### config.mk
export PLATFORM = sky130hd
export DESIGN_NAME = i2c_master_bit_engine
export DESIGN_NICKNAME = d
export VERILOG_FILES = /design/src/rtl/core/i2cm_pkg.sv /design/src/rtl/core/i2cm_front.sv /design/src/rtl/core/i2cm_back.sv /design/src/rtl/core/i2c_master_bit_engine.sv
export SDC_FILE = /design/constraint.sdc
export NUM_CORES = 1
export LEC_CHECK = 0
export BUFFER_PORTS_ARGS = -buffer_cell sky130_fd_sc_hd__buf_4
export CAP_MARGIN = 5
export CORE_MARGIN = 3
export CORE_UTILIZATION = 65
export CTS_CLUSTER_DIAMETER = 40
export DETAILED_ROUTE_END_ITERATION = 12
export PLACE_DENSITY = 0.92
export SLEW_MARGIN = 20
export SYNTH_ARGS = -nofsm -noshare
export SYNTH_HDL_FRONTEND = slang
export SYNTH_SLANG_ARGS = --single-unit
### constraint.sdc
create_clock -name clk -period 7.2 [get_ports clk]
set_clock_uncertainty 0.1 [all_clocks]
set_input_delay 0.72 -clock clk [delete_from_list [all_inputs] [get_ports clk]]
set_output_delay 0.72 -clock clk [all_outputs]
set_load 0.02 [all_outputs]
### src/rtl/core/i2cm_pkg.sv
`timescale 1ns / 1ps

package i2cm_pkg;

	// request codes on the command channel
	localparam logic [2:0] REQ_TICK  = 3'd0;
	localparam logic [2:0] REQ_START = 3'd1;
	localparam logic [2:0] REQ_STOP  = 3'd2;
	localparam logic [2:0] REQ_WRITE = 3'd3;
	localparam logic [2:0] REQ_READ  = 3'd4;

	localparam logic [7:0] ACK_TIMEOUT_RST = 8'd250;

	// command queue between front and back
	localparam int QDEPTH = 4;
	localparam int QPTR_W = $clog2(QDEPTH);
	localparam int QCNT_W = $clog2(QDEPTH + 1);

	typedef enum logic [2:0] {
		CMD_NONE,
		CMD_START,
		CMD_STOP,
		CMD_WRITE,
		CMD_READ
	} cmd_t;

	typedef struct packed {
		logic [2:0] req_type;
		logic [7:0] tx_byte;
		logic       send_ack;
		logic       sda_in;
	} req_t;

	typedef struct packed {
		logic       scl;
		logic       sda_out;
		logic       sda_drive;
		logic       busy_res;
		logic       done_res;
		logic       ack_error;
		logic [7:0] rx_byte;
	} rsp_t;

	typedef struct packed {
		cmd_t       cmd;
		logic [7:0] tx_byte;
		logic       send_ack;
		logic       sda_in;
	} qent_t;

endpackage

### src/rtl/core/i2cm_front.sv
`timescale 1ns / 1ps

module i2cm_front (
	input  logic                 clk,
	input  logic                 arst_n,
	input  logic                 cmd_valid,
	output logic                 cmd_ready,
	input  i2cm_pkg::req_t       cmd,
	output logic                 q_valid,
	output i2cm_pkg::qent_t      q_entry,
	input  logic                 q_pop
);

	i2cm_pkg::qent_t                 mem_q [i2cm_pkg::QDEPTH];
	logic [i2cm_pkg::QPTR_W-1:0]     wr_ptr_q;
	logic [i2cm_pkg::QPTR_W-1:0]     rd_ptr_q;
	logic [i2cm_pkg::QCNT_W-1:0]     cnt_q;
	i2cm_pkg::qent_t                 ent_d;
	logic                            push;

	// unused request codes behave as a plain tick
	always_comb begin
		ent_d.tx_byte  = cmd.tx_byte;
		ent_d.send_ack = cmd.send_ack;
		ent_d.sda_in   = cmd.sda_in;
		unique case (cmd.req_type)
			i2cm_pkg::REQ_START: ent_d.cmd = i2cm_pkg::CMD_START;
			i2cm_pkg::REQ_STOP:  ent_d.cmd = i2cm_pkg::CMD_STOP;
			i2cm_pkg::REQ_WRITE: ent_d.cmd = i2cm_pkg::CMD_WRITE;
			i2cm_pkg::REQ_READ:  ent_d.cmd = i2cm_pkg::CMD_READ;
			default:             ent_d.cmd = i2cm_pkg::CMD_NONE;
		endcase
	end

	assign cmd_ready = (cnt_q != i2cm_pkg::QCNT_W'(i2cm_pkg::QDEPTH));
	assign push      = cmd_valid && cmd_ready;
	assign q_valid   = (cnt_q != '0);
	assign q_entry   = mem_q[rd_ptr_q];

	always_ff @(posedge clk) begin
		if (push) begin
			mem_q[wr_ptr_q] <= ent_d;
		end
	end

	always_ff @(posedge clk or negedge arst_n) begin
		if (!arst_n) begin
			wr_ptr_q <= '0;
			rd_ptr_q <= '0;
			cnt_q    <= '0;
		end else begin
			if (push) begin
				wr_ptr_q <= (wr_ptr_q == i2cm_pkg::QPTR_W'(i2cm_pkg::QDEPTH - 1)) ?
					'0 : wr_ptr_q + 1'b1;
			end
			if (q_pop) begin
				rd_ptr_q <= (rd_ptr_q == i2cm_pkg::QPTR_W'(i2cm_pkg::QDEPTH - 1)) ?
					'0 : rd_ptr_q + 1'b1;
			end
			unique case ({push, q_pop})
				2'b10:   cnt_q <= cnt_q + 1'b1;
				2'b01:   cnt_q <= cnt_q - 1'b1;
				default: cnt_q <= cnt_q;
			endcase
		end
	end

`ifndef SYNTHESIS
	a_cnt_bound: assert property (@(posedge clk) disable iff (!arst_n)
		cnt_q <= i2cm_pkg::QCNT_W'(i2cm_pkg::QDEPTH))
		else $error("command queue count overflow");

	a_no_pop_empty: assert property (@(posedge clk) disable iff (!arst_n)
		q_pop |-> q_valid)
		else $error("pop from empty command queue");
`endif

endmodule

### src/rtl/core/i2cm_back.sv
`timescale 1ns / 1ps

module i2cm_back (
	input  logic                 clk,
	input  logic                 arst_n,
	input  logic                 cfg_we,
	input  logic [7:0]           cfg_wdata,
	input  logic                 q_valid,
	input  i2cm_pkg::qent_t      q_entry,
	output logic                 q_pop,
	output logic                 rsp_valid,
	input  logic                 rsp_ready,
	output i2cm_pkg::rsp_t       rsp
);

	localparam logic [4:0] PH_IDLE  = 5'd0;
	localparam logic [4:0] PH_ST1   = 5'd1;
	localparam logic [4:0] PH_ST2   = 5'd2;
	localparam logic [4:0] PH_ST3   = 5'd3;
	localparam logic [4:0] PH_SP1   = 5'd4;
	localparam logic [4:0] PH_SP2   = 5'd5;
	localparam logic [4:0] PH_SP3   = 5'd6;
	localparam logic [4:0] PH_WBIT  = 5'd7;
	localparam logic [4:0] PH_WHI   = 5'd8;
	localparam logic [4:0] PH_WLO   = 5'd9;
	localparam logic [4:0] PH_WREL  = 5'd10;
	localparam logic [4:0] PH_WSAMP = 5'd11;
	localparam logic [4:0] PH_RHI   = 5'd12;
	localparam logic [4:0] PH_RLO   = 5'd13;
	localparam logic [4:0] PH_KDRV  = 5'd14;
	localparam logic [4:0] PH_KLO1  = 5'd15;
	localparam logic [4:0] PH_KHI   = 5'd16;
	localparam logic [4:0] PH_KLO2  = 5'd17;

	localparam logic [3:0] BITS_PER_BYTE = 4'd8;

	logic [7:0]        ack_timeout_q;
	logic [4:0]        phase_q,    phase_d;
	logic [3:0]        bit_cnt_q,  bit_cnt_d;
	logic [7:0]        shift_q,    shift_d;
	logic [7:0]        wait_cnt_q, wait_cnt_d;
	logic              scl_q,      scl_d;
	logic              sda_q,      sda_d;
	logic              drv_q,      drv_d;
	logic              ack_sel_q,  ack_sel_d;
	logic              err_pend_q, err_pend_d;
	logic [7:0]        rx_last_q,  rx_last_d;
	logic              done_d;
	logic              err_d;
	logic [3:0]        bit_inc;
	logic              rsp_valid_q;
	i2cm_pkg::rsp_t    rsp_q;

	assign q_pop     = q_valid && (!rsp_valid_q || rsp_ready);
	assign rsp_valid = rsp_valid_q;
	assign rsp       = rsp_q;
	assign bit_inc   = bit_cnt_q + 1'b1;

	always_comb begin
		phase_d    = phase_q;
		bit_cnt_d  = bit_cnt_q;
		shift_d    = shift_q;
		wait_cnt_d = wait_cnt_q;
		scl_d      = scl_q;
		sda_d      = sda_q;
		drv_d      = drv_q;
		ack_sel_d  = ack_sel_q;
		err_pend_d = err_pend_q;
		rx_last_d  = rx_last_q;
		done_d     = 1'b0;
		err_d      = 1'b0;
		unique case (phase_q)
			PH_ST1: begin scl_d = 1'b1; phase_d = PH_ST2; end
			PH_ST2: begin sda_d = 1'b0; phase_d = PH_ST3; end
			PH_ST3: begin scl_d = 1'b0; phase_d = PH_IDLE; done_d = 1'b1; end
			PH_SP1: begin sda_d = 1'b0; phase_d = PH_SP2; end
			PH_SP2: begin scl_d = 1'b1; phase_d = PH_SP3; end
			PH_SP3: begin
				sda_d      = 1'b1;
				phase_d    = PH_IDLE;
				done_d     = 1'b1;
				err_d      = err_pend_q;
				err_pend_d = 1'b0;
			end
			PH_WBIT: begin
				sda_d   = shift_q[7];
				shift_d = {shift_q[6:0], 1'b0};
				phase_d = PH_WHI;
			end
			PH_WHI: begin scl_d = 1'b1; phase_d = PH_WLO; end
			PH_WLO: begin
				scl_d     = 1'b0;
				bit_cnt_d = bit_inc;
				phase_d   = (bit_inc >= BITS_PER_BYTE) ? PH_WREL : PH_WBIT;
			end
			PH_WREL: begin
				drv_d      = 1'b0;
				scl_d      = 1'b1;
				wait_cnt_d = '0;
				phase_d    = PH_WSAMP;
			end
			PH_WSAMP: begin
				if (!q_entry.sda_in) begin
					scl_d   = 1'b0;
					phase_d = PH_IDLE;
					done_d  = 1'b1;
				end else if (wait_cnt_q >= ack_timeout_q) begin
					// no acknowledge in time: abort through a stop
					drv_d      = 1'b1;
					scl_d      = 1'b0;
					err_pend_d = 1'b1;
					phase_d    = PH_SP1;
				end else begin
					wait_cnt_d = wait_cnt_q + 1'b1;
				end
			end
			PH_RHI: begin scl_d = 1'b1; phase_d = PH_RLO; end
			PH_RLO: begin
				shift_d   = {shift_q[6:0], q_entry.sda_in};
				scl_d     = 1'b0;
				bit_cnt_d = bit_inc;
				phase_d   = (bit_inc >= BITS_PER_BYTE) ? PH_KDRV : PH_RHI;
			end
			PH_KDRV: begin
				drv_d   = 1'b1;
				sda_d   = ~ack_sel_q;
				phase_d = PH_KLO1;
			end
			PH_KLO1: begin scl_d = 1'b0; phase_d = PH_KHI; end
			PH_KHI:  begin scl_d = 1'b1; phase_d = PH_KLO2; end
			PH_KLO2: begin
				scl_d     = 1'b0;
				rx_last_d = shift_q;
				phase_d   = PH_IDLE;
				done_d    = 1'b1;
			end
			default: begin
				phase_d = PH_IDLE;
				unique case (q_entry.cmd)
					i2cm_pkg::CMD_START: begin
						drv_d   = 1'b1;
						sda_d   = 1'b1;
						phase_d = PH_ST1;
					end
					i2cm_pkg::CMD_STOP: begin
						drv_d      = 1'b1;
						scl_d      = 1'b0;
						err_pend_d = 1'b0;
						phase_d    = PH_SP1;
					end
					i2cm_pkg::CMD_WRITE: begin
						drv_d     = 1'b1;
						scl_d     = 1'b0;
						shift_d   = q_entry.tx_byte;
						bit_cnt_d = '0;
						phase_d   = PH_WBIT;
					end
					i2cm_pkg::CMD_READ: begin
						drv_d     = 1'b0;
						scl_d     = 1'b0;
						shift_d   = '0;
						bit_cnt_d = '0;
						ack_sel_d = q_entry.send_ack;
						phase_d   = PH_RHI;
					end
					default: ;
				endcase
			end
		endcase
	end

	always_ff @(posedge clk or negedge arst_n) begin
		if (!arst_n) begin
			ack_timeout_q <= i2cm_pkg::ACK_TIMEOUT_RST;
			phase_q       <= PH_IDLE;
			bit_cnt_q     <= '0;
			shift_q       <= '0;
			wait_cnt_q    <= '0;
			scl_q         <= 1'b1;
			sda_q         <= 1'b1;
			drv_q         <= 1'b1;
			ack_sel_q     <= 1'b0;
			err_pend_q    <= 1'b0;
			rx_last_q     <= '0;
			rsp_valid_q   <= 1'b0;
		end else begin
			if (cfg_we) begin
				ack_timeout_q <= cfg_wdata;
			end
			if (q_pop) begin
				phase_q    <= phase_d;
				bit_cnt_q  <= bit_cnt_d;
				shift_q    <= shift_d;
				wait_cnt_q <= wait_cnt_d;
				scl_q      <= scl_d;
				sda_q      <= sda_d;
				drv_q      <= drv_d;
				ack_sel_q  <= ack_sel_d;
				err_pend_q <= err_pend_d;
				rx_last_q  <= rx_last_d;
			end
			if (q_pop) begin
				rsp_valid_q <= 1'b1;
			end else if (rsp_ready) begin
				rsp_valid_q <= 1'b0;
			end
		end
	end

	always_ff @(posedge clk) begin
		if (q_pop) begin
			rsp_q.scl       <= scl_d;
			rsp_q.sda_out   <= sda_d;
			rsp_q.sda_drive <= drv_d;
			rsp_q.busy_res  <= (phase_d != PH_IDLE);
			rsp_q.done_res  <= done_d;
			rsp_q.ack_error <= err_d;
			rsp_q.rx_byte   <= rx_last_d;
		end
	end

`ifndef SYNTHESIS
	a_done_not_busy: assert property (@(posedge clk) disable iff (!arst_n)
		rsp_valid_q && rsp_q.done_res |-> !rsp_q.busy_res)
		else $error("done beat reports busy");

	a_err_with_done: assert property (@(posedge clk) disable iff (!arst_n)
		rsp_valid_q && rsp_q.ack_error |-> rsp_q.done_res)
		else $error("ack error without done");

	a_bit_cnt: assert property (@(posedge clk) disable iff (!arst_n)
		bit_cnt_q <= BITS_PER_BYTE)
		else $error("bit counter past a byte");

	a_wait_cnt: assert property (@(posedge clk) disable iff (!arst_n)
		phase_q == PH_WSAMP |-> wait_cnt_q <= ack_timeout_q)
		else $error("acknowledge wait past timeout");
`endif

endmodule

### src/rtl/core/i2c_master_bit_engine.sv
`timescale 1ns / 1ps

// I2C master bit engine. Each command beat is one bus tick and yields exactly one
// response beat holding the SCL/SDA levels after that tick plus busy, done, ack
// error and the last received byte. Start, stop, write-byte and read-byte commands
// are taken only while idle; a command arriving mid-sequence just advances it.
// One beat per clock is sustained in both directions while the response side is
// ready: the front classifies commands into a four-entry queue and the back
// sequencer takes one queue entry per cycle into a response register, so each
// beat passes through the queue and then the response register. The queue lets
// the command side keep streaming for up to four beats while the response side
// is stalled. ack_timeout is written through cfg_we/cfg_wdata and must only
// change while idle.

module i2c_master_bit_engine (
	input  logic              clk,
	input  logic              arst_n,
	input  logic              cfg_we,
	input  logic [7:0]        cfg_wdata,
	input  logic              cmd_valid,
	output logic              cmd_ready,
	input  i2cm_pkg::req_t    cmd,
	output logic              rsp_valid,
	input  logic              rsp_ready,
	output i2cm_pkg::rsp_t    rsp
);

	logic               q_valid;
	logic               q_pop;
	i2cm_pkg::qent_t    q_entry;

	i2cm_front u_front (
		.clk       (clk),
		.arst_n    (arst_n),
		.cmd_valid (cmd_valid),
		.cmd_ready (cmd_ready),
		.cmd       (cmd),
		.q_valid   (q_valid),
		.q_entry   (q_entry),
		.q_pop     (q_pop)
	);

	i2cm_back u_back (
		.clk       (clk),
		.arst_n    (arst_n),
		.cfg_we    (cfg_we),
		.cfg_wdata (cfg_wdata),
		.q_valid   (q_valid),
		.q_entry   (q_entry),
		.q_pop     (q_pop),
		.rsp_valid (rsp_valid),
		.rsp_ready (rsp_ready),
		.rsp       (rsp)
	);

endmodule

* Word-level counts from Yosys, hierarchy flattened
Memories as Yosys holds them, arrays and structs flattened.
Index checks and enable logic that the tools add are counted.
** Operators by class
- $add $sub $neg :: 6
- Order comparisons :: 2
- Equal/unequal tests :: 33
- Multiplexer cells :: 38
- Bitwise gates (word level) :: 5
- Reduce and logical (&&, ||, !) cells :: 32
** Operators by type and width (number)
- one-hot mux 5 bit (15 select lines) :: 1
- OR reduction 15 bit :: 3
- == test 5 x 4 -> 1 bit, second input constant :: 8
- one-hot mux 8 bit (2 select lines) :: 2
- 2-to-1 mux 8 bit :: 3
- one-hot mux 8 bit (3 select lines) :: 1
- == test 5 x 3 -> 1 bit, second input constant :: 4
- OR reduction 17 bit :: 1
- one-hot mux 4 bit (4 select lines) :: 1
- 2-to-1 mux 1 bit :: 14
- OR reduction 14 bit :: 1
- == test 3 x 2 -> 1 bit, second input constant :: 4
- one-hot mux 3 bit (4 select lines) :: 1
- OR reduction 12 bit :: 1
- == test 5 x 2 -> 1 bit, second input constant :: 2
- == test 5 bit, second input constant :: 2
- 2-to-1 mux 5 bit :: 2
- OR reduction 5 bit :: 2
- AND reduction 3 bit :: 3
- OR reduction 3 bit :: 3
- adder 8 x 1 -> 8 bit, second input constant :: 1
- greater-or-equal comparator 8 bit :: 1
- 2-to-1 mux 4 bit :: 2
- one-hot mux 1 bit (4 select lines) :: 2
- other kinds (31) :: 51
** Word-level totals
- Flip-flop bits (word level) :: 68
- Memory bits (writable) :: 52
- Input bits :: 26
- Output and inout port bits :: 16
- Word-level logic and storage cells :: 139
- Memories :: 1
** Memories
- u_front.mem_q :: depth 4, width 13, read ports 1, clocked after Yosys merged registers in 0, write ports 1, RTL line i2cm_front.sv:14 : i2cm_pkg::qent_t mem_q [i2cm_pkg::QDEPTH];

* Depth between registers and ports, before layout
- Word-level depth :: 5
- Gate-level depth with buffers :: 10
- Gate-level depth less buffers :: 9

* By module
A second synthesis with hierarchy kept.
** Second synthesis, totals
- Cell total of the unflattened synthesis :: 509
- Area, all modules :: 6034.5 um^2
** By module, submodules not included
- i2cm_back :: times used 1, cells an instance 403, area each 3702.3 um^2, sequential area each 1607.8 um^2
- i2cm_front :: times used 1, cells an instance 106, area each 2332.2 um^2, sequential area each 1736.7 um^2

* Worst setup path after synthesis
OpenSTA, ideal clock, no wires.
- Kind :: input to register
- Start :: input port rsp_ready
- End :: register u_front.cnt_q[2] (netlist bit)
- Setup time :: 79 ps
- Data arrival time :: 2867 ps
- Data required time :: 7021 ps
- Path slack :: 4154 ps
- Stages :: 10
- Path buffers :: 1
- Cell sequence :: inv_1 > a21o_1 > clkinv_1 > clkbuf_1 > ha_1 > inv_1 > fa_1 > xor2_1 > nor2_1 > xor2_1
** On the way
- Cells in the longest elaborated chain, start to end :: 4
- Elaborated cells between the ends (all ways) :: 6
- Those cells by class :: eq/ne: 2; mux: 1; reduce/logical: 3
** Ends and longest elaborated chain
- from (decl) :: RTL line i2c_master_bit_engine.sv:24 : input logic rsp_ready,
- logical OR 1 bit * :: RTL line i2cm_back.sv:54 : assign q_pop = q_valid && (!rsp_valid_q || rsp_ready);
- logical AND 1 bit * :: RTL line i2cm_back.sv:54
- via q_pop :: RTL line i2c_master_bit_engine.sv:29 : logic q_pop;
- == test 2 x 1 -> 1 bit or == test 2 bit (tied branches) :: RTL line i2cm_front.sv:60 : unique case ({push, q_pop})
- one-hot mux 3 bit (2 select lines) or nonzero test 2 bit (tied branches)
- to (signal assigned) :: RTL line i2cm_front.sv:61 : 2'b10: cnt_q <= cnt_q + 1'b1;
- to (signal assigned) :: RTL line i2cm_front.sv:62 : 2'b01: cnt_q <= cnt_q - 1'b1;
- to (signal assigned) :: RTL line i2cm_front.sv:63 : default: cnt_q <= cnt_q;
- to (decl) :: RTL line i2cm_front.sv:17 : logic [i2cm_pkg::QCNT_W-1:0] cnt_q;
The timed path passes the listed nets; every way through them passes the cells marked *.
A chain may end at the register's enable or synchronous reset.

* Worst setup path after layout
- Start :: register u_front.rd_ptr_q[0] (netlist bit)
- End :: register u_back.rsp_q, in the netlist u_back.rsp[13], data pin
** On the way
- Cells in the longest elaborated chain, start to end :: 5
- Elaborated cells between the ends (all ways) :: 8
- Those cells by class :: eq/ne: 3; mux: 3; reduce/logical: 1; memory: 1
** Ends and longest elaborated chain
- from (decl) :: RTL line i2cm_front.sv:16 : logic [i2cm_pkg::QPTR_W-1:0] rd_ptr_q;
- from (signal assigned) :: RTL line i2cm_front.sv:57 : rd_ptr_q <= (rd_ptr_q == i2cm_pkg::QPTR_W'(i2cm_pkg::QDEPTH - 1)) ?
- memory read (4 x 13 bit) *
- == test 3 x 2 -> 1 bit or == test 3 bit (tied branches) :: RTL line i2cm_back.sv:139 : unique case (q_entry.cmd)
- OR reduction 3 bit (no line)
- 2-to-1 mux 1 bit :: RTL line i2cm_back.sv:139
- one-hot mux 1 bit (4 select lines) * :: RTL line i2cm_back.sv:72 : unique case (phase_q)
- via u_back.scl_d :: RTL line i2cm_back.sv:42 : logic scl_q, scl_d;
- to (decl) :: RTL line i2cm_back.sv:52 : i2cm_pkg::rsp_t rsp_q;
Marked as above.

==> impl_metrics.toml <==
[sta]
final.setup.tns_ps = 0
slew_headroom_pct = 39.9
rsz0062_at_grt = "no"
setup_viol = 0
period_share_pct = 42.4
tightest_slew_ps = 902
fin_hold_ws_ps = 151
hold_viol = 0
drv_slew = 0
fin_crit_ps = 3050
fmax_ghz = 0.328
fin_ws_ps = 4150

[worst_setup_path]
worst-path-max-fanout = 16
path_buf_inv = 0
cp-end-kind = "register"
setup.worst_path.start = "u_front.rd_ptr_q[0]$_DFFE_PN0P_"
worstPathRequired_ps = 7350
timing.rr.start = "u_front.rd_ptr_q[0]$_DFFE_PN0P_"
max_stage_delay_ps = 930
crit_family = "simple AND/OR/NAND/NOR gates"
arrival_ps = 3200
critical_path_class = "reg -> reg"
cp-start-kind = "register"
cp_slowest_cell = "dfrtp_1"
crit_chain = "mux4_2 > or3b_1 > nand3_1 > nand3_1 > nand2_1 > nand2_1"

[clock_network]
cts_tree = "done"
clk_pin_slew_ps = 60
clock_tree.root_cell = "clkbuf_8"
clk_latency_ps = 510
cts_setup_buffers = 0
post_cts_resized = 0
cts_buffer_depth = 2
cts_inserted_buffers = 17
cts_hold_buffers = 0
htreeDepth = 4
clkSinkCount = 120

[yosys]
yosys.cell_types.count = 61
synth_cells = 491
synth_edf_count = 66
synth.avg_cell_area_um2 = 11.9
syn_nets = 534
ys_warn_count = 0
synthArstFlopShare_pct = 45.0
syn_area_um2 = 5840
ys_seq_elements = 120
synth_ff_type = "edfxtp_1"
ys_seq_area_share_pct = 57.3

[power]
combPwrFrac_pct = 32.7
leakage_nw = 2.85
p_per_area_nw_per_um2 = 446
peakVddDrop_mv = 0.228
netSwitchingFraction_pct = 35.3
intPower_w = 0.00196
p_switching_w = 0.00107
clockPowerShare_pct = 29.1
p_seq_share_pct = 38.2

[route]
dr_total_vias = 4027
drc = 0
ant_nets = 0
vias_per_cell = 6.24
drt_first_iter_violations = 311
drt_pass1_iterations = 5
drt_wl_total_um = 12100
wire_per_inst_um = 18.8

[die]
ioPinCount = 42
rows = 33
die_w_um = 101
die_y_um = 101
dieArea_um2 = 10200
initial_core_util_pct = 69.0
core_um2 = 8460

[run]
drv_cap = 0

[finish]
layout-drive-gt1-share_pct = 22.4
nets = 570
diodes = 0
area_delta_synth_final_pct = 16.1

[status]
outcome = "completed"

[global_route]
grt_overflow = 0
grt_max_degree = 55
antenna_found_initial = 0
grt_pass1_vias = 4028
track_usage_pct = 25.8
grt_pass1_wl_um = 20000

[placed_design]
portBuffers = 41
pre_cts_slack_ps = 4150
hpwlAfterDp_um = 7620
gp_congestion = 0.925

[min_path]
hold_class = "in -> async"
-- synth_stat cells (all sizes together), types with 10 or more instances --
cell type   n  area (um2)
edfxtp     66        1980
nor3       10        55.1
nand2      83         312
nor2       15        56.3
ha         16         200
dfrtp      45        1130
mux4       13         297
buf        11        70.1
clkbuf     14        52.6
o21ai      32         160
mux2       23         259
inv        21        78.8
a21oi      21         109
-- logic make-up after synthesis --
logic type / synth area share, %
simple gates: 13.2
xor+xnor: 0.900
mux: 10.2
fa+ha+maj: 3.77
flops: 57.3
buf+inv: 3.52
compound gates: 11.1
-- state kept, by name, indices dropped and copies added, names as in the netlist, 2 cells and up --
name	cells
u_back.ack_timeout_q	8
u_back.bit_cnt_q	4
u_back.phase_q	5
u_back.rsp	14
u_back.rx_last_q	8
u_back.shift_q	8
u_back.wait_cnt_q	8
u_front.cnt_q	3
u_front.mem_q	52
u_front.rd_ptr_q	2
u_front.wr_ptr_q	2
-- metal layers --
layer	vias to the layer above	wire (um)	global-route usage [%]
met4	0	308	11.5
li1	1863	-	-
met1	1970	5160	34.5
met5	-	0	0
met2	161	5920	40.9
met3	33	748	5.47
-- power by group through the flow --
stage	combinational (W)	sequential (W)	clock, W
final	0.000988	0.00116	0.000879
after CTS	0.000984	0.00115	0.000887
after global placement	0.000909	0.00114	0
after detailed placement	0.000957	0.00116	0
after floorplan	0.000783	0.00107	0
after global routing	0.00109	0.00118	0.000916
-- metrics by stage --
stage                     instance area, um2  utilization [%]  total power [W]  cells
after detailed placement                6160             72.8          0.00211    613
after global placement                  6160             72.8          0.00205    613
after global routing                    6780             80.1          0.00318    645
final                                   6780             80.1          0.00302    645
after CTS                               6780             80.1          0.00302    645
after floorplan                         5840                -          0.00185    491
-- final timing paths --
kind                                                    endpoint  slack [ps]  cells after the start
max in group asynchronous       u_back.wait_cnt_q[6]$_DFFE_PN0P_        6390                      1
worst max-delay path                    u_back.rsp[13]$_DFFE_PP_        4150                      6
min in group clk                   u_front.mem_q[0][9]$_DFFE_PP_         300                      1
worst min register to register   u_back.bit_cnt_q[2]$_DFFE_PN0P_         380                      1
worst min-delay path             u_back.rx_last_q[1]$_DFFE_PN0P_         150                      1
worst max register to register          u_back.rsp[13]$_DFFE_PP_        4150                      6
-- cell type report --
type / count / area, um2
clock buffer: 20 / 445
clock inverter: 12 / 173
fill: 453 / 1690
inverter: 22 / 82.6
multi-input combinational: 324 / 2290
sequential: 120 / 3340
tap: 105 / 131
timing repair buffer: 42 / 315
-- cell usage in the layout, fill, tap and decap left out, types with 9 or more instances in the layout --
cell type	n
o21ai_0	30
ha_1	16
nor2_1	15
inv_1	21
nor3_1	9
nand3_1	9
dfrtp_1	45
edfxtp_1	66
mux4_2	12
clkbuf_16	16
mux2_2	23
buf_4	42
nand2_1	83
a21oi_1	20
dfstp_2	9
-- worst reg2reg max path: cells and delay by family, from the launching register on --
kind	cells	cell delay, ps
simple gates	5	1090
flops	1	930
mux	1	670
Note: power is estimated with default switching activity, not from simulation.
